==> src/rtl/tscc_pkg.sv <==
package tscc_pkg;

    localparam int unsigned PAD_BYTES = 9;
    localparam int unsigned CNT_W     = 4;

    localparam logic [CNT_W-1:0] LAST_IDX   = CNT_W'(PAD_BYTES - 1);
    localparam logic [CNT_W-1:0] IDX_TLO    = CNT_W'(0);
    localparam logic [CNT_W-1:0] IDX_THI    = CNT_W'(1);
    localparam logic [CNT_W-1:0] IDX_CONF   = CNT_W'(4);
    localparam logic [CNT_W-1:0] IDX_REMAIN = CNT_W'(6);

    localparam logic [7:0] CRC_POLY = 8'h8C;

    localparam logic [7:0] FAM_9BIT  = 8'h10;
    localparam logic [7:0] FAM_12B_A = 8'h28;
    localparam logic [7:0] FAM_12B_B = 8'h22;

    localparam logic [1:0] RES_9  = 2'b00;
    localparam logic [1:0] RES_10 = 2'b01;
    localparam logic [1:0] RES_11 = 2'b10;

    localparam logic [15:0] EXT_OFFSET   = 16'd12;
    localparam logic [13:0] FRAC_SCALE   = 14'd640;
    localparam logic [13:0] FRAC_HALF    = 14'd512;
    localparam logic [15:0] TEMP_MAX_MAG = 16'd1250;
    localparam logic [15:0] TEMP_MIN_MAG = 16'd550;

    localparam int unsigned Q_DEPTH = 2;
    localparam int unsigned Q_PTR_W = $clog2(Q_DEPTH);

    typedef enum logic [1:0] {
        ST_OK    = 2'd0,
        ST_CRC   = 2'd1,
        ST_RANGE = 2'd2
    } t_status;

    typedef struct packed {
        logic        crc_ok;
        logic [7:0]  fam;
        logic [15:0] raw;
        logic [1:0]  res;
        logic [7:0]  remain;
    } t_job;

    function automatic logic [7:0] crc8_byte(input logic [7:0] c_in, input logic [7:0] b);
        logic [7:0] c;
        logic       fb;
        c = c_in;
        for (int i = 0; i < 8; i++) begin
            fb = c[0] ^ b[i];
            c  = {1'b0, c[7:1]};
            if (fb) begin
                c = c ^ CRC_POLY;
            end
        end
        return c;
    endfunction

endpackage

==> src/rtl/tscc_front.sv <==
module tscc_front import tscc_pkg::*; (
    input  logic       i_clk,
    input  logic       i_rst_n,
    input  logic       i_byte_vld,
    output logic       o_byte_rdy,
    input  logic [7:0] i_byte,
    input  logic [7:0] i_fam,
    input  logic       i_q_full,
    output logic       o_job_vld,
    output t_job       o_job
);

    logic [7:0]       r_crc;
    logic [CNT_W-1:0] r_cnt;
    logic [7:0]       r_tlo;
    logic [7:0]       r_thi;
    logic [7:0]       r_conf;
    logic [7:0]       r_remain;

    logic [7:0] n_crc;
    logic [7:0] n_tlo;
    logic [7:0] n_thi;
    logic [7:0] n_conf;
    logic [7:0] n_remain;
    logic       acc;
    logic       last;

    assign o_byte_rdy = !i_q_full;
    assign acc        = i_byte_vld && !i_q_full;
    assign last       = (r_cnt == LAST_IDX);
    assign n_crc      = crc8_byte(r_crc, i_byte);

    always_comb begin
        n_tlo    = r_tlo;
        n_thi    = r_thi;
        n_conf   = r_conf;
        n_remain = r_remain;
        unique case (r_cnt)
            IDX_TLO:    n_tlo    = i_byte;
            IDX_THI:    n_thi    = i_byte;
            IDX_CONF:   n_conf   = i_byte;
            IDX_REMAIN: n_remain = i_byte;
            default: ;
        endcase
    end

    assign o_job_vld = acc && last;
    assign o_job     = {(n_crc == 8'h00), i_fam, n_thi, n_tlo, n_conf[6:5], n_remain};

    always_ff @(posedge i_clk) begin
        if (!i_rst_n) begin
            r_crc    <= '0;
            r_cnt    <= '0;
            r_tlo    <= '0;
            r_thi    <= '0;
            r_conf   <= '0;
            r_remain <= '0;
        end else if (acc) begin
            r_crc    <= last ? '0 : n_crc;
            r_cnt    <= last ? '0 : CNT_W'(r_cnt + 1'b1);
            r_tlo    <= n_tlo;
            r_thi    <= n_thi;
            r_conf   <= n_conf;
            r_remain <= n_remain;
        end
    end

endmodule

==> src/rtl/tscc_queue.sv <==
module tscc_queue import tscc_pkg::*; (
    input  logic i_clk,
    input  logic i_rst_n,
    input  logic i_push,
    input  t_job i_job,
    output logic o_full,
    output logic o_vld,
    output t_job o_job,
    input  logic i_pop
);

    t_job               r_mem [Q_DEPTH];
    logic [Q_PTR_W-1:0] r_wp;
    logic [Q_PTR_W-1:0] r_rp;
    logic [Q_PTR_W:0]   r_cnt;

    logic do_push;
    logic do_pop;

    assign o_full  = (r_cnt == (Q_PTR_W+1)'(Q_DEPTH));
    assign o_vld   = (r_cnt != '0);
    assign o_job   = r_mem[r_rp];
    assign do_push = i_push && !o_full;
    assign do_pop  = i_pop && o_vld;

    always_ff @(posedge i_clk) begin
        if (do_push) begin
            r_mem[r_wp] <= i_job;
        end
    end

    always_ff @(posedge i_clk) begin
        if (!i_rst_n) begin
            r_wp  <= '0;
            r_rp  <= '0;
            r_cnt <= '0;
        end else begin
            if (do_push) begin
                r_wp <= (r_wp == Q_PTR_W'(Q_DEPTH - 1)) ? '0 : Q_PTR_W'(r_wp + 1'b1);
            end
            if (do_pop) begin
                r_rp <= (r_rp == Q_PTR_W'(Q_DEPTH - 1)) ? '0 : Q_PTR_W'(r_rp + 1'b1);
            end
            if (do_push && !do_pop) begin
                r_cnt <= (Q_PTR_W+1)'(r_cnt + 1'b1);
            end else if (do_pop && !do_push) begin
                r_cnt <= (Q_PTR_W+1)'(r_cnt - 1'b1);
            end
        end
    end

endmodule

==> src/rtl/tscc_back.sv <==
module tscc_back import tscc_pkg::*; (
    input  logic               i_clk,
    input  logic               i_rst_n,
    input  logic               i_job_vld,
    input  t_job               i_job,
    output logic               o_pop,
    output logic               o_vld,
    input  logic               i_rdy,
    output t_status            o_status,
    output logic signed [11:0] o_temp
);

    logic        r_s1_vld;
    logic        r_s1_ok;
    logic        r_s1_neg;
    logic [15:0] r_s1_mag;

    logic               r_out_vld;
    t_status            r_out_status;
    logic signed [11:0] r_out_temp;

    logic        out_adv;
    logic        s1_adv;
    logic [15:0] ext_raw;
    logic [15:0] raw_sel;
    logic        neg;
    logic [15:0] mag_abs;
    logic [15:0] mag;
    logic        is_12b;

    logic [15:0] int10;
    logic [13:0] frac_num;
    logic [15:0] sum;
    logic        in_range;
    t_status     n_status;
    logic [11:0] n_temp;

    assign out_adv = !r_out_vld || i_rdy;
    assign s1_adv  = !r_s1_vld || out_adv;
    assign o_pop   = i_job_vld && s1_adv;

    assign ext_raw = 16'({i_job.raw[12:1], 4'b0000} + EXT_OFFSET - {8'h00, i_job.remain});
    assign raw_sel = (i_job.fam == FAM_9BIT) ? ext_raw : i_job.raw;
    assign neg     = raw_sel[15];
    assign mag_abs = neg ? 16'(16'h0000 - raw_sel) : raw_sel;
    assign is_12b  = (i_job.fam == FAM_12B_A) || (i_job.fam == FAM_12B_B);

    always_comb begin
        mag = mag_abs;
        if (is_12b) begin
            unique case (i_job.res)
                RES_9:   mag = {mag_abs[15:3], 3'b000};
                RES_10:  mag = {mag_abs[15:2], 2'b00};
                RES_11:  mag = {mag_abs[15:1], 1'b0};
                default: mag = mag_abs;
            endcase
        end
    end

    always_ff @(posedge i_clk) begin
        if (!i_rst_n) begin
            r_s1_vld <= 1'b0;
        end else if (s1_adv) begin
            r_s1_vld <= i_job_vld;
        end
    end

    always_ff @(posedge i_clk) begin
        if (o_pop) begin
            r_s1_ok  <= i_job.crc_ok;
            r_s1_neg <= neg;
            r_s1_mag <= mag;
        end
    end

    assign int10    = {1'b0, r_s1_mag[15:4], 3'b000} + {3'b000, r_s1_mag[15:4], 1'b0};
    assign frac_num = 14'(r_s1_mag[3:0] * FRAC_SCALE) + (r_s1_neg ? 14'd0 : FRAC_HALF);
    assign sum      = int10 + {12'h000, frac_num[13:10]};
    assign in_range = r_s1_neg ? (sum <= TEMP_MIN_MAG) : (sum <= TEMP_MAX_MAG);

    always_comb begin
        n_status = ST_OK;
        n_temp   = '0;
        if (!r_s1_ok) begin
            n_status = ST_CRC;
        end else if (!in_range) begin
            n_status = ST_RANGE;
        end else begin
            n_temp = r_s1_neg ? 12'(12'h000 - sum[11:0]) : sum[11:0];
        end
    end

    always_ff @(posedge i_clk) begin
        if (!i_rst_n) begin
            r_out_vld <= 1'b0;
        end else if (out_adv) begin
            r_out_vld <= r_s1_vld;
        end
    end

    always_ff @(posedge i_clk) begin
        if (out_adv && r_s1_vld) begin
            r_out_status <= n_status;
            r_out_temp   <= $signed(n_temp);
        end
    end

    assign o_vld    = r_out_vld;
    assign o_status = r_out_status;
    assign o_temp   = r_out_temp;

endmodule

==> src/rtl/temp_scratchpad_check_convert.sv <==
// The last accepted scratchpad byte pushes a job into the two-entry job queue, which decouples
// byte intake from the two-stage conversion: stage-1 register, then output register; output
// back-pressure can hold a job in either. Intake takes one byte per cycle while the queue is not
// full. Reset (synchronous, active low) clears the CRC, byte counter, stored bytes, queue and
// pipeline valid flags.
module temp_scratchpad_check_convert import tscc_pkg::*; (
    input  logic        i_clk,
    input  logic        i_rst_n,
    input  logic        s_axis_tvalid,
    output logic        s_axis_tready,
    input  logic [7:0]  s_axis_tdata,   // [7:0] scratch_byte
    input  logic [7:0]  s_axis_tuser,   // [7:0] family_code
    output logic        m_axis_tvalid,
    input  logic        m_axis_tready,
    output logic [15:0] m_axis_tdata,   // [11:0] temp_deci, [15:12] zero
    output logic [1:0]  m_axis_tuser    // [1:0] status
);

    logic               q_full;
    logic               q_push;
    t_job               q_in;
    logic               q_vld;
    t_job               q_out;
    logic               q_pop;
    t_status            out_status;
    logic signed [11:0] out_temp;

    tscc_front u_front (
        .i_clk      (i_clk),
        .i_rst_n    (i_rst_n),
        .i_byte_vld (s_axis_tvalid),
        .o_byte_rdy (s_axis_tready),
        .i_byte     (s_axis_tdata),
        .i_fam      (s_axis_tuser),
        .i_q_full   (q_full),
        .o_job_vld  (q_push),
        .o_job      (q_in)
    );

    tscc_queue u_queue (
        .i_clk   (i_clk),
        .i_rst_n (i_rst_n),
        .i_push  (q_push),
        .i_job   (q_in),
        .o_full  (q_full),
        .o_vld   (q_vld),
        .o_job   (q_out),
        .i_pop   (q_pop)
    );

    tscc_back u_back (
        .i_clk     (i_clk),
        .i_rst_n   (i_rst_n),
        .i_job_vld (q_vld),
        .i_job     (q_out),
        .o_pop     (q_pop),
        .o_vld     (m_axis_tvalid),
        .i_rdy     (m_axis_tready),
        .o_status  (out_status),
        .o_temp    (out_temp)
    );

    assign m_axis_tdata = {4'h0, out_temp};
    assign m_axis_tuser = out_status;

    a_push_on_accept: assert property (@(posedge i_clk) disable iff (!i_rst_n)
        q_push |-> (s_axis_tvalid && s_axis_tready))
        else $error("job pushed without an accepted transaction");

    a_zero_on_error: assert property (@(posedge i_clk) disable iff (!i_rst_n)
        (m_axis_tvalid && (m_axis_tuser != ST_OK)) |-> (m_axis_tdata == 16'h0000))
        else $error("non-zero temperature with error status");

    a_ok_in_range: assert property (@(posedge i_clk) disable iff (!i_rst_n)
        (m_axis_tvalid && (m_axis_tuser == ST_OK)) |->
            (($signed(m_axis_tdata[11:0]) >= -12'sd550) &&
             ($signed(m_axis_tdata[11:0]) <= 12'sd1250)))
        else $error("temperature out of range with ok status");

    a_no_pop_when_empty: assert property (@(posedge i_clk) disable iff (!i_rst_n)
        q_pop |-> q_vld)
        else $error("queue popped while empty");

endmodule

==> config.mk <==
export PLATFORM = sky130hd
export DESIGN_NAME = temp_scratchpad_check_convert
export DESIGN_NICKNAME = d
export VERILOG_FILES = /design/src/rtl/tscc_pkg.sv /design/src/rtl/tscc_front.sv /design/src/rtl/tscc_queue.sv /design/src/rtl/tscc_back.sv /design/src/rtl/temp_scratchpad_check_convert.sv
export SDC_FILE = /design/constraint.sdc
export NUM_CORES = 1
export LEC_CHECK = 0
export ABC_AREA = 1
export BUFFER_PORTS_ARGS = -buffer_cell sky130_fd_sc_hd__buf_2
export CORE_ASPECT_RATIO = 1.25
export CORE_MARGIN = 8
export CORE_UTILIZATION = 45
export DETAILED_ROUTE_END_ITERATION = 8
export PLACE_DENSITY = 0.69
export RECOVER_POWER = 100
export SYNTH_ARGS = -nofsm -noshare
export SYNTH_HDL_FRONTEND = slang
export SYNTH_SLANG_ARGS = --single-unit
==> constraint.sdc <==
create_clock -name i_clk -period 5.2 [get_ports i_clk]
set_input_delay 1.04 -clock i_clk [delete_from_list [all_inputs] [get_ports i_clk]]
set_output_delay 1.04 -clock i_clk [all_outputs]
set_load 0.05 [all_outputs]
After elaboration in Yosys (flattened, before gate mapping)
Memories as Yosys holds them, arrays and structs flattened. A register that Yosys moved wholly into a read port is not among the register bits.
Index checks and enable logic that the tools add are counted.
- $add $sub $neg: 12
- $mul: 1
- order comparisons: 2
- equality and inequality tests: 10
- muxes and demuxes: 30
- bitwise gates (word level): 16
- reduce and logical (&&, ||, !) cells: 23
- operator list (kind ; count):
    two-way mux 8 bit ; 12
    two-way mux 16 bit ; 2
    inverter 2 -> 3 bit ; 8
    adder 15 x 13 -> 16 bit ; 1
    adder 16 x 4 -> 16 bit ; 1
    adder 16 x 4 -> 16 bit, second input constant ; 1
    == test 8 x 6 -> 1 bit, second input constant ; 2
    less-or-equal comparator 16 x 10 -> 1 bit, second input constant ; 1
    less-or-equal comparator 16 x 11 -> 1 bit, second input constant ; 1
    subtractor 1 x 16 -> 16 bit, first input constant ; 1
    subtractor 16 x 8 -> 16 bit ; 1
    adder 14 bit ; 1
    two-way mux 12 bit ; 1
    subtractor 1 x 12 -> 12 bit, first input constant ; 1
    two-way mux 10 bit ; 1
    one-hot mux 3 bit (3 select lines) ; 1
    == test 4 x 3 -> 1 bit, second input constant ; 2
    == test 8 x 5 -> 1 bit, second input constant ; 1
    logical AND 1 bit ; 8
    zero test 8 bit ; 1
    bitwise XOR 1 bit ; 8
    multiplier 4 x 3 -> 7 bit, second input constant ; 1
    two-way mux 1 bit ; 7
    two-way mux 7 bit ; 1
    other kinds (17) ; 29
- register bits: 81
- RAM bits: 70
- input port bits: 20
- output and inout port bits: 20
- word-level logic and storage cells: 112
- memories: 1
- memories (memory ; depth ; bits a word ; read ports ; clocked after Yosys merged registers in ; wr ports ; line ; source):
    u_queue.r_mem ; 2 ; 35 ; 1 ; 1 ; 1 ; tscc_queue.sv:12 ; t_job r_mem [Q_DEPTH];

Longest topological paths before layout
Gate-level depths: netlist of the first run.
- word-level depth: 17
- depth in mapped cells: 24
- mapped depth without buffers: 24

Hierarchy
Synthesis of the first run repeated with hierarchy kept, for this count alone.
- cell total of the unflattened synthesis: 1050
- area total of the unflattened synthesis: 9057.4 um2
- modules (own cells, without submodules) (module ; instances ; cells each ; area an instance (um2) ; seq. area each (um2)):
    tscc_back ; 1 ; 541 ; 3839.9 ; 1001.0
    tscc_queue ; 1 ; 146 ; 2925.3 ; 2202.1
    tscc_front ; 1 ; 358 ; 2258.4 ; 760.7
    temp_scratchpad_check_convert ; 1 ; 5 ; 33.8 ; 0.0

Worst setup path before layout of the first run
No wires, ideal clock.
- path type: flip-flop to flip-flop
- from: reg u_back.r_s1_mag[3]
- to: reg u_back.r_out_temp[10] (netlist: u_back.o_temp[10]) (data pin)
- library setup time: 0.138 ns
- arrival: 3.978 ns
- data required time: 5.062 ns
- path slack: 1.084 ns
- stages on the path, launching flop included: 20
- path buffers: 1
- period minus slack after synthesis: 4.116 ns
- cells stage by stage: edfxtp_1 -> ha_1 -> ha_1 -> fa_1 -> xor2_1 -> nand3_1 -> xnor2_1 -> fa_1 -> inv_1 -> fa_1 -> nand3_1 -> nand3_1 -> xor2_1 -> inv_1 -> nor2_1 -> nand3_1 -> a21oi_1 -> nand4_1 -> buf_2 -> nor2_1
- longest elaborated chain between the ends: 6
- elaborated cells between the ends (all ways): 9
- classes of those cells: add/sub (3); mul (1); order compare (2); mux (2); reduce/logical (1)
- ends and longest elaborated chain (item ; line ; source):
    start, declared ; tscc_back.sv:16 ; logic [15:0] r_s1_mag;
    start signal, assigned ; tscc_back.sv:72 ; r_s1_mag <= mag;
    multiplier 4 x 3 -> 7 bit (*) ; tscc_back.sv:77 ; assign frac_num = 14'(r_s1_mag[3:0] * FRAC_SCALE) + (r_s1_neg ? 14'd0 : FRAC_HALF);
    adder 14 bit (*) ; tscc_back.sv:77 ;
    adder 16 x 4 -> 16 bit (*) ; tscc_back.sv:78 ; assign sum = int10 + {12'h000, frac_num[13:10]};
    less-or-equal comparator 16 x 11 -> 1 bit / less-or-equal comparator 16 x 10 -> 1 bit (equally long branches) ; tscc_back.sv:79 ; assign in_range = r_s1_neg ? (sum <= TEMP_MIN_MAG) : (sum <= TEMP_MAX_MAG);
    two-way mux 1 bit ; tscc_back.sv:79 ;
    AND reduction 2 bit (no line) ; n/a ;
    end signal, assigned ; tscc_back.sv:104 ; r_out_temp <= $signed(n_temp);
    end, declared ; tscc_back.sv:20 ; logic signed [11:0] r_out_temp;
Mark *: on every way between the ends. The rest lies on a longest branch, timed or not.
A chain may end at the register's enable or synchronous reset.

Worst setup path in the final report of the first run
- from: reg u_back.r_s1_mag[3]
- to: reg u_back.r_out_temp[4] (netlist: u_back.o_temp[4]) (data pin)
The elaborated chain is that of the path after synthesis.

==> results_dict.tcl, run 1 <==
set metrics [dict create \
    synth_ff_type "edfxtp_1" \
    postSynthCellCount 1053 \
    yosysUniqueCellTypes 48 \
    vias 6605 \
    overflow 0 \
    hold_violations 0 \
    area_growth_pct 10.2 \
    totalPowerFinal_mw 6.75 \
    grt_pass1_vias 6463 \
    wirelength_um 16900 \
    clkTransAtPathRegs_ns 0.07 \
    dp.final_hpwl_um 12700 \
    utilization 0.501 \
    clock.fmax_ghz 0.211 \
    cts_hold_buf 0 \
    initial_core_util 0.455 \
    antenna_found_initial 0 \
    p_per_area_nw_per_um2 696 \
    endpoint_kind "flip-flop" \
    fp-row-count 57 \
    die_h_um 172 \
    cts_tree "yes" \
    numClockSinks 147 \
    gp_congestion 0.872 \
    worst_pin_slew_ns 1.91 \
    max_slew_margin -0.275 \
    first_pass_iters 5 \
    cap_violations 4 \
    first_iter_violations 262 \
    ir_drop_mv 0.375 \
    critical_path_arrival_ns 5.01 \
    holdWs_ns 0.459 \
    ioPinCount 40 \
    die_width_um 141 \
    required_ns 5.47 \
    status "complete, but fails checks" \
    synth.most_common_cell "nand2_1" \
    failed_checks "capacitance limit, slew limit" \
    die_area_um2 24300 \
    grt_max_degree 42 \
    drc 0 \
    syn_area_per_cell_um2 8.35 \
    clk-insertion-delay-late_ns 0.43 \
    synth_area_leader_cell "edfxtp_1" \
    syn_area_um2 8790 \
    synth.top_cell.area_share 0.348 \
    leakage_nw 4.45 \
    skew_ns 0.0101 \
    fin_nets 1150 \
    slew_viol_final 153 \
    setup_viol_count_final 0 \
    yosys_warnings 0 \
    post_cts.resized_instances 0 \
    cts_setup_buffers 0 \
    numPortBuffers 35 \
    grtUsageTotal 0.148 \
    cp_max_fo 12 \
    ys_ff_latch 147 \
    rsz0062_at_grt "false" \
    layout_min_cycle_time_ns 4.74 \
    synth_common_cells "nand2_1, inv_1, nor2_1, edfxtp_1, o21ai_0" \
    ant_nets 0 \
    async_flop_share 0 \
    htreeDepth 4 \
    grt_pass1_wl_um 29000 \
    worstSetupPathType "reg2reg" \
    startpoint_type "flip-flop" \
    setup_ws_ns 0.459 \
    cts_root_buf "clkbuf_16" \
    coreArea_um2 19300 \
    tns_ns 0 \
    synth-edff-count 102 \
    num_antenna_cells 0 \
    num-fill-cells 1840 \
    wire_per_inst_um 12.4 \
    cts_buffers 17 \
    fin_crit_sh 0.912 \
    drive_gt1_frac 0.100 \
    hp-class "reg2reg" \
    clk_path_buf_depth 2 \
    synth-seq-area-share 0.451 \
    dp_slack_ns 0.554 \
    synthTopCellsByArea "edfxtp_1, nand2_1, dfxtp_1, inv_1, ha_1" \
    vias_per_cell 4.84 \
]
-- critical path: stages (launching register included) --
cell,delay [ns]
edfxtp_1,0.43
ha_1,0.31
ha_1,0.23
fa_1,0.39
xor2_1,0.29
nand3_1,0.14
xnor2_1,0.16
fa_1,0.48
inv_1,0.06
fa_1,0.45
nand3_1,0.10
nand3_1,0.12
xor2_1,0.27
inv_1,0.09
nor2_1,0.14
nand3_1,0.10
a21oi_1,0.19
nand4_1,0.39
nor2_1,0.22
-- state kept, by name, indices dropped and copies added, names as in the netlist, 2 cells and up, named ones only --
register,flops
u_queue.r_mem,70
u_back.r_s1_mag,16
u_back.o_temp,12
u_front.r_crc,8
u_front.r_remain,8
u_front.r_thi,8
u_front.r_tlo,8
u_front.r_cnt,4
u_back.o_status,2
u_front.r_conf,2
u_queue.r_cnt,2
-- cell type report --
type,count,area (um2),area share
inverters,149,569,0.0587
clock inverters,11,88.8,0.00917
clock buffers,21,493,0.0509
repair buffers,39,165,0.0170
well taps,265,332,0.0342
flip-flops and latches,147,3960,0.409
multi-input cells,732,4080,0.421
-- layer usage --
layer / track usage / share of wire / wire length [um]
met1: 0.153 / 0.41 / 6880
met2: 0.276 / 0.52 / 8830
met3: 0.0309 / 0.032 / 540
met4: 0.0805 / 0.037 / 617
met5: 0 / 0 / 0
-- power by group --
group | internal, mW | switching, mW | total (mW)
sequential | 1.55 | 0.134 | 1.69
combinational | 1.35 | 2.52 | 3.87
clock | 0.689 | 0.501 | 1.19
-- final timing paths --
kind / startpoint / endpoint / slack (ns) / cells after the start
setup / recovery: u_back.r_s1_mag[3] / u_back.o_temp[4] / 0.46 / 18
hold / removal: u_queue.r_rp / u_queue.r_rp / 0.46 / 1
setup reg to reg: u_back.r_s1_mag[3] / u_back.o_temp[4] / 0.46 / 18
hold reg to reg: u_queue.r_rp / u_queue.r_rp / 0.46 / 1
-- per-stage QoR --
step           cell area [um2]  instances
2_1_floorplan             8800       1056
3_3_place_gp              9170       1332
3_5_place_dp              9170       1332
4_1_cts                   9750       1364
5_1_grt                   9690       1364
6_report                  9690       1364
-- placed cells by master (no fill, tap or decap), drive strengths merged, types with 2 or more instances in the layout --
cell / n
clkbuf: 47
xor2: 41
clkinv: 5
o21bai: 2
a21o: 2
a21oi: 35
inv: 154
dfxtp: 45
or2: 11
mux2i: 6
xnor2: 11
nor2: 132
nor3: 7
nand3: 58
nand2: 269
buf: 13
nand4: 13
edfxtp: 102
nor4: 2
ha: 41
o21ai: 89
fa: 3
conb: 4
-- logic make-up after synthesis --
family / share of synthesized area
XOR/XNOR: 0.0535
multiplexers: 0.00683
flip-flops: 0.451
other: 0.000427
adder cells (fa/ha/maj): 0.0652
AND/OR/NAND/NOR: 0.254
AO/OA/AOI/OAI: 0.0835
buffers and inverters: 0.0860
Note: power is estimated with default switching activity, not from simulation.
==> inputs of run 2 (changes only) <==
- SYNTH_HIERARCHICAL: not set -> 1
==> run 2 against run 1 <==
Effect of this change: the flow still finishes with violations (capacitance limit, slew limit); critical path depth increased by 1; count of clock-buffer cells in the layout is 1 lower; routed wire length is 0.87% higher; non-clock buffer count is 1 higher; clock skew is 0.0013 ns higher; core utilization is 0.89 points lower; hold slack gained 0.019 ns.
==> results_dict.tcl, run 2 <==
set metrics [dict create \
    status "complete, but fails checks" \
    failed_checks "capacitance limit, slew limit" \
    setup_viol_count_final 0 \
    yosys_warnings 6 \
    grt_max_degree 41 \
    clkTransAtPathRegs_ns 0.06 \
    synth_compound_area_frac 0.0714 \
    synth-edff-count 102 \
    hold_violations 0 \
    synth_area_leader_cell "edfxtp_1" \
    top_register "u_queue/r_mem" \
    numPortBuffers 35 \
    vias 6606 \
    ys_ff_latch 147 \
    slew_viol_final 139 \
    async_flop_share 0 \
    dp_cells 1328 \
    synthXorXnorAreaFrac 0.0412 \
    first_pass_iters 4 \
    initial_core_util 0.454 \
    gp_congestion 0.872 \
    yosysUniqueCellTypes 46 \
    vias_per_cell 4.86 \
    cts_hold_buf 0 \
    setup_ws_ns 0.610 \
    synthAdderAreaFrac 0.0633 \
    largest_register_ff_count 70 \
    ioPinCount 40 \
    cts_tree "yes" \
    cap_violations 4 \
    max_slew_margin -0.332 \
    post_cts.resized_instances 0 \
    num-fill-cells 1883 \
    synth.top_cell.area_share 0.338 \
    syn_area_per_cell_um2 8.63 \
    synthTopCellsByArea "edfxtp_1, dfxtp_1, nand2_1, ha_1, inv_1" \
    grtUsageTotal 0.141 \
    final_cells 1359 \
    clk_path_buf_depth 2 \
    htreeDepth 4 \
    area_growth_pct 8.51 \
    leakage_nw 4.44 \
    cts_buffers 17 \
    endpoint_kind "flip-flop" \
    antenna_found_initial 0 \
    clk-insertion-delay-late_ns 0.42 \
    grt_pass1_vias 6457 \
    synth-seq-area-share 0.438 \
    skew_ns 0.0115 \
    worstSetupPathType "reg2reg" \
    dp_slack_ns 0.762 \
    numClockSinks 147 \
    layout_min_cycle_time_ns 4.59 \
    p_per_area_nw_per_um2 278 \
    worst_pin_slew_ns 2.00 \
    synthSimpleGateAreaFrac 0.238 \
    drc 0 \
    syn_area_um2 9060 \
    rsz0062_at_grt "false" \
    clock.fmax_ghz 0.218 \
    layout_commonest_cell "nand2_1" \
    synth_ff_type "edfxtp_1" \
    fin_crit_sh 0.883 \
    die_width_um 143 \
    critical_path_arrival_ns 4.86 \
    grt_pass1_wl_um 28400 \
    wire_per_inst_um 12.5 \
    synth_top_family_by_area "simple AND/OR/NAND/NOR gates" \
    tns_ns 0 \
    synth_common_cells "nand2_1, inv_1, nor2_1, edfxtp_1, nand3_1" \
    overflow 0 \
    fp-row-count 58 \
    postSynthCellCount 1050 \
    cp_max_fo 12 \
    cts_setup_buffers 0 \
    required_ns 5.47 \
    drive_gt1_frac 0.131 \
    ant_nets 0 \
    coreArea_um2 20000 \
    die_h_um 175 \
    cts_root_buf "clkbuf_16" \
    die_area_um2 25000 \
    num_antenna_cells 0 \
    synthMuxAreaShare 0.0559 \
    fin_nets 1141 \
    ir_drop_mv 0.205 \
    dp.final_hpwl_um 12600 \
    first_iter_violations 251 \
    hp-class "reg2reg" \
    final_cell_mix "nand2_1, inv_1, nor2_1" \
    synth.most_common_cell "nand2_1" \
    wirelength_um 17000 \
    startpoint_type "flip-flop" \
]
run 2: path summary, 6_finish.rpt:
check	from	end	slack, ns	depth (start not counted)
max	u_back/r_s1_mag[3]	u_back/o_temp[1]	0.61	19
min	u_front/r_crc[3]	u_front/r_crc[3]	0.48	2
max reg2reg	u_back/r_s1_mag[3]	u_back/o_temp[1]	0.61	19
min reg2reg	u_front/r_crc[3]	u_front/r_crc[3]	0.48	2
run 2: layout make-up:
type                       instances  area [um2]  area share
multi-input combinational        722        4210       0.429
sequential                       147        3970       0.403
inverter                         149         559      0.0569
clock buffer                      20         457      0.0465
tap                              270         338      0.0344
timing repair buffer              40         169      0.0172
clock inverter                    11         126      0.0129
run 2: where the power goes:
group,switching (mW),internal [mW]
Clock,0.479,0.731
Sequential,0.0179,1.28
Combinational,0.155,0.0726
run 2: worst max-delay path: stages, from the launching register on:
cell and delay [ns]:
edfxtp_1 0.42, ha_1 0.32, ha_1 0.24, fa_1 0.39, xor2_1 0.23, nand3_1 0.12, xnor2_1 0.19, fa_1 0.48
fa_1 0.47, inv_1 0.10, nand3_2 0.06, nand3_1 0.20, a21oi_4 0.09, xor2_2 0.19, inv_2 0.08, nor2_4 0.12
nand2_1 0.07, a21oi_1 0.21, nand3_2 0.30, nor2_1 0.17
run 2: logic make-up (layout without fill, tap and decap cells):
logic type / Yosys count / count (layout)
xor gates and xnor gates: 40 / 40
muxes: 35 / 35
and+or+nand+nor: 484 / 484
other: 1 / 4
AOI/OAI and AO/OA: 115 / 115
buffers and inverters: 184 / 220
adders and majority gates: 44 / 44
DFF: 147 / 147
run 2: metal layers:
layer | track usage | wire, um | up-vias
li1 | - | - | 3446
met1 | 0.144 | 7100 | 3045
met2 | 0.270 | 9140 | 94
met3 | 0.0303 | 469 | 21
met4 | 0.0550 | 306 | 0
met5 | 0 | 0 | -
run 2: per-stage QoR:
step	power (mW)	hold slack [ns]	util	instance area, um2
floorplan	1.51	0.447	-	9070
CTS	2.77	0.476	0.498	9930
finish	2.74	0.478	0.492	9830
global placement	1.55	0.456	0.469	9350
detailed placement	1.56	0.466	0.469	9350
global route	2.84	0.505	0.492	9830
==> inputs of run 3 (changes only) <==
- PLACE_DENSITY: 0.69 -> 0.72
- clock period: 5.2 -> 3.95 ns (I/O delays scaled with it)
==> run 3 against run 2 <==
Effect of this change: the flow finishes with violations (capacitance limit, slew limit, setup timing); design area rose by 3.0%; flip-flop and latch count is the same; largest cell class unchanged; die area is the same; routed wire length is 0.19% lower; sequential share of layout area fell by 1.2 points; largest power group unchanged; count of clock-buffer cells in the layout is 3 lower; cell count is 2.1% higher; critical path type unchanged; setup slack worse by 0.67 ns; via count grew 2.0%; clock skew is 0.0024 ns lower.
==> results_dict.tcl, run 3 (synthesis results as in run 2) <==
set metrics [dict create \
    die_area_um2 25000 \
    final_cell_mix "nand2_1, inv_1, nor2_1" \
    critical_path_arrival_ns 4.29 \
    p_int_mw 2.60 \
    cts_tree "yes" \
    htreeDepth 4 \
    num_antenna_cells 0 \
    area_growth_pct 11.8 \
    clock.fmax_ghz 0.250 \
    required_ns 4.24 \
    numClockSinks 147 \
    clock_power_share 0.427 \
    dp_slack_ns -0.127 \
    setup_ws_ns -0.0578 \
    antenna_found_initial 0 \
    max_slew_margin -0.555 \
    first_iter_violations 233 \
    top_layer_used "met4" \
    skew_ns 0.00909 \
    worst_pin_slew_ns 2.32 \
    critPathSlowestCell "fa_2" \
    failed_checks "capacitance limit, slew limit, setup timing" \
    status "complete, but fails checks" \
    worstSetupPathType "reg2reg" \
    startpoint_type "flip-flop" \
    ioPinCount 40 \
    coreArea_um2 20000 \
    p_per_area_nw_per_um2 346 \
    cap_violations 3 \
    fin_nets 1168 \
    endpoint_kind "flip-flop" \
    fp-row-count 58 \
    cp_cell_sequence "ha_1 > ha_2 > fa_2 > nand3_2 > xnor2_2 > fa_1 > fa_2 > inv_1 > nor2_2 > o211ai_1 > nand2_1 > nor2_1 > a21oi_1 > nand2_2 > a21oi_4 > nand3_2 > buf_12 > nor2_1" \
    clkTransAtPathRegs_ns 0.06 \
    tns_ns -0.531 \
    largest_register_ff_count 70 \
    top_register "u_queue/r_mem" \
    numPortBuffers 35 \
    drive_gt1_frac 0.174 \
    ant_nets 0 \
    die_width_um 143 \
    clk-insertion-delay-late_ns 0.43 \
    overflow 0 \
    ir_drop_mv 0.239 \
    hp-class "reg2reg" \
    cp_max_fo 12 \
    grtUsageTotal 0.142 \
    holdWs_ns 0.476 \
    grt_pass1_vias 6590 \
    layout_min_cycle_time_ns 4.01 \
    dp.final_hpwl_um 12600 \
    drc 0 \
    cts_root_buf "clkbuf_16" \
    p_switching_mw 0.897 \
    wirelength_um 17000 \
    cts_buffers 17 \
    ff2ff_setup_slack_ns -0.06 \
    vias_per_cell 4.86 \
    gp_congestion 0.884 \
    wl_met1_um 6980 \
    p_comb_frac 0.085 \
    rsz0062_at_grt "true" \
    vias 6737 \
    layout_commonest_cell "nand2_1" \
    wire_per_inst_um 12.2 \
    leakage_nw 4.62 \
    grt_max_degree 40 \
    hold_violations 0 \
    p_sw_frac 0.257 \
    first_pass_iters 5 \
    initial_core_util 0.454 \
    cp_slowest_stage_delay_ns 0.56 \
    grt_pass1_wl_um 28900 \
    route.met3.wl_um 570 \
    slew_viol_final 96 \
    pwr-share-seq 0.488 \
    wl_met2_um 9110 \
    setup_viol_count_final 12 \
    fin_crit_sh 1.01 \
    cts_hold_buf 0 \
    clk_path_buf_depth 2 \
    die_h_um 175 \
]
[run 3: cell count changes in the layout (fill, tap and decap cells not counted), moves of 3 or more]
| cell | before | now |
|---|---|---|
| nand3_2 | 6 | 11 |
| xor2_2 | 3 | 6 |
| inv_6 | 3 | 8 |
| xor2_1 | 24 | 21 |
| buf_4 | 0 | 25 |
| clkbuf_1 | 26 | 23 |
| nand3_1 | 54 | 48 |
| clkinvlp_4 | 3 | 0 |
[run 3: layout make-up]
cell class / count / area, um2
clock buffers: 17 / 425
clock inverters: 15 / 118
fillers: 1859 / 9830
inverters: 149 / 559
multi-input cells: 722 / 4340
flip-flops and latches: 147 / 3960
well taps: 270 / 338
repair buffers: 67 / 384
[run 3: timing repair]
item                                    in CTS  in global routing
buffers inserted                             3                  1
gates resized for setup                      7                 10
gates cloned                                 0                  0
pin swaps                                    3                  1
endpoints found under the setup margin      13                 13
[run 3: final timing paths]
| path | depth (start not counted) | from | endpoint |
|---|---|---|---|
| setup / recovery | 18 | u_back/r_s1_mag[3] | u_back/o_temp[10] |
| hold / removal | 2 | u_back/r_s1_vld | u_back/o_vld |
| setup reg to reg | 18 | u_back/r_s1_mag[3] | u_back/o_temp[10] |
| hold reg to reg | 2 | u_back/r_s1_vld | u_back/o_vld |
[run 3: worst max-delay path, delay by kind of cell (launching register included)]
kind,cells,cell delay [ns]
buffers and inverters,2,0.22
AOI/OAI and AO/OA,3,0.42
DFF,1,0.39
and+or+nand+nor,7,0.58
xor gates and xnor gates,1,0.15
adders and majority gates,5,2.08
[run 3: through the flow]
stage          utilization  cell area, um2  instances  power (mW)
6_report             0.507           10100       1387        3.50
5_1_grt              0.507           10100       1387        3.64
4_1_cts              0.509           10200       1386        3.54
3_5_place_dp         0.479            9570       1351        2.05
3_3_place_gp         0.479            9570       1351        2.04
2_1_floorplan            -            9090       1053        1.99
[run 3: per-layer routing]
layer | track usage | up-vias
li1 | - | 3498
met1 | 0.144 | 3131
met2 | 0.271 | 87
met3 | 0.0328 | 21
met4 | 0.0533 | 0
met5 | 0 | -
[run 3: power by group through the flow]
stage / Sequential (mW) / Clock (mW) / Combinational [mW]
6_report: 1.71 / 1.49 / 0.298
5_1_grt: 1.71 / 1.58 / 0.343
4_1_cts: 1.71 / 1.52 / 0.313
3_5_place_dp: 1.74 / 0 / 0.311
3_3_place_gp: 1.74 / 0 / 0.302
2_1_floorplan: 1.74 / 0 / 0.253
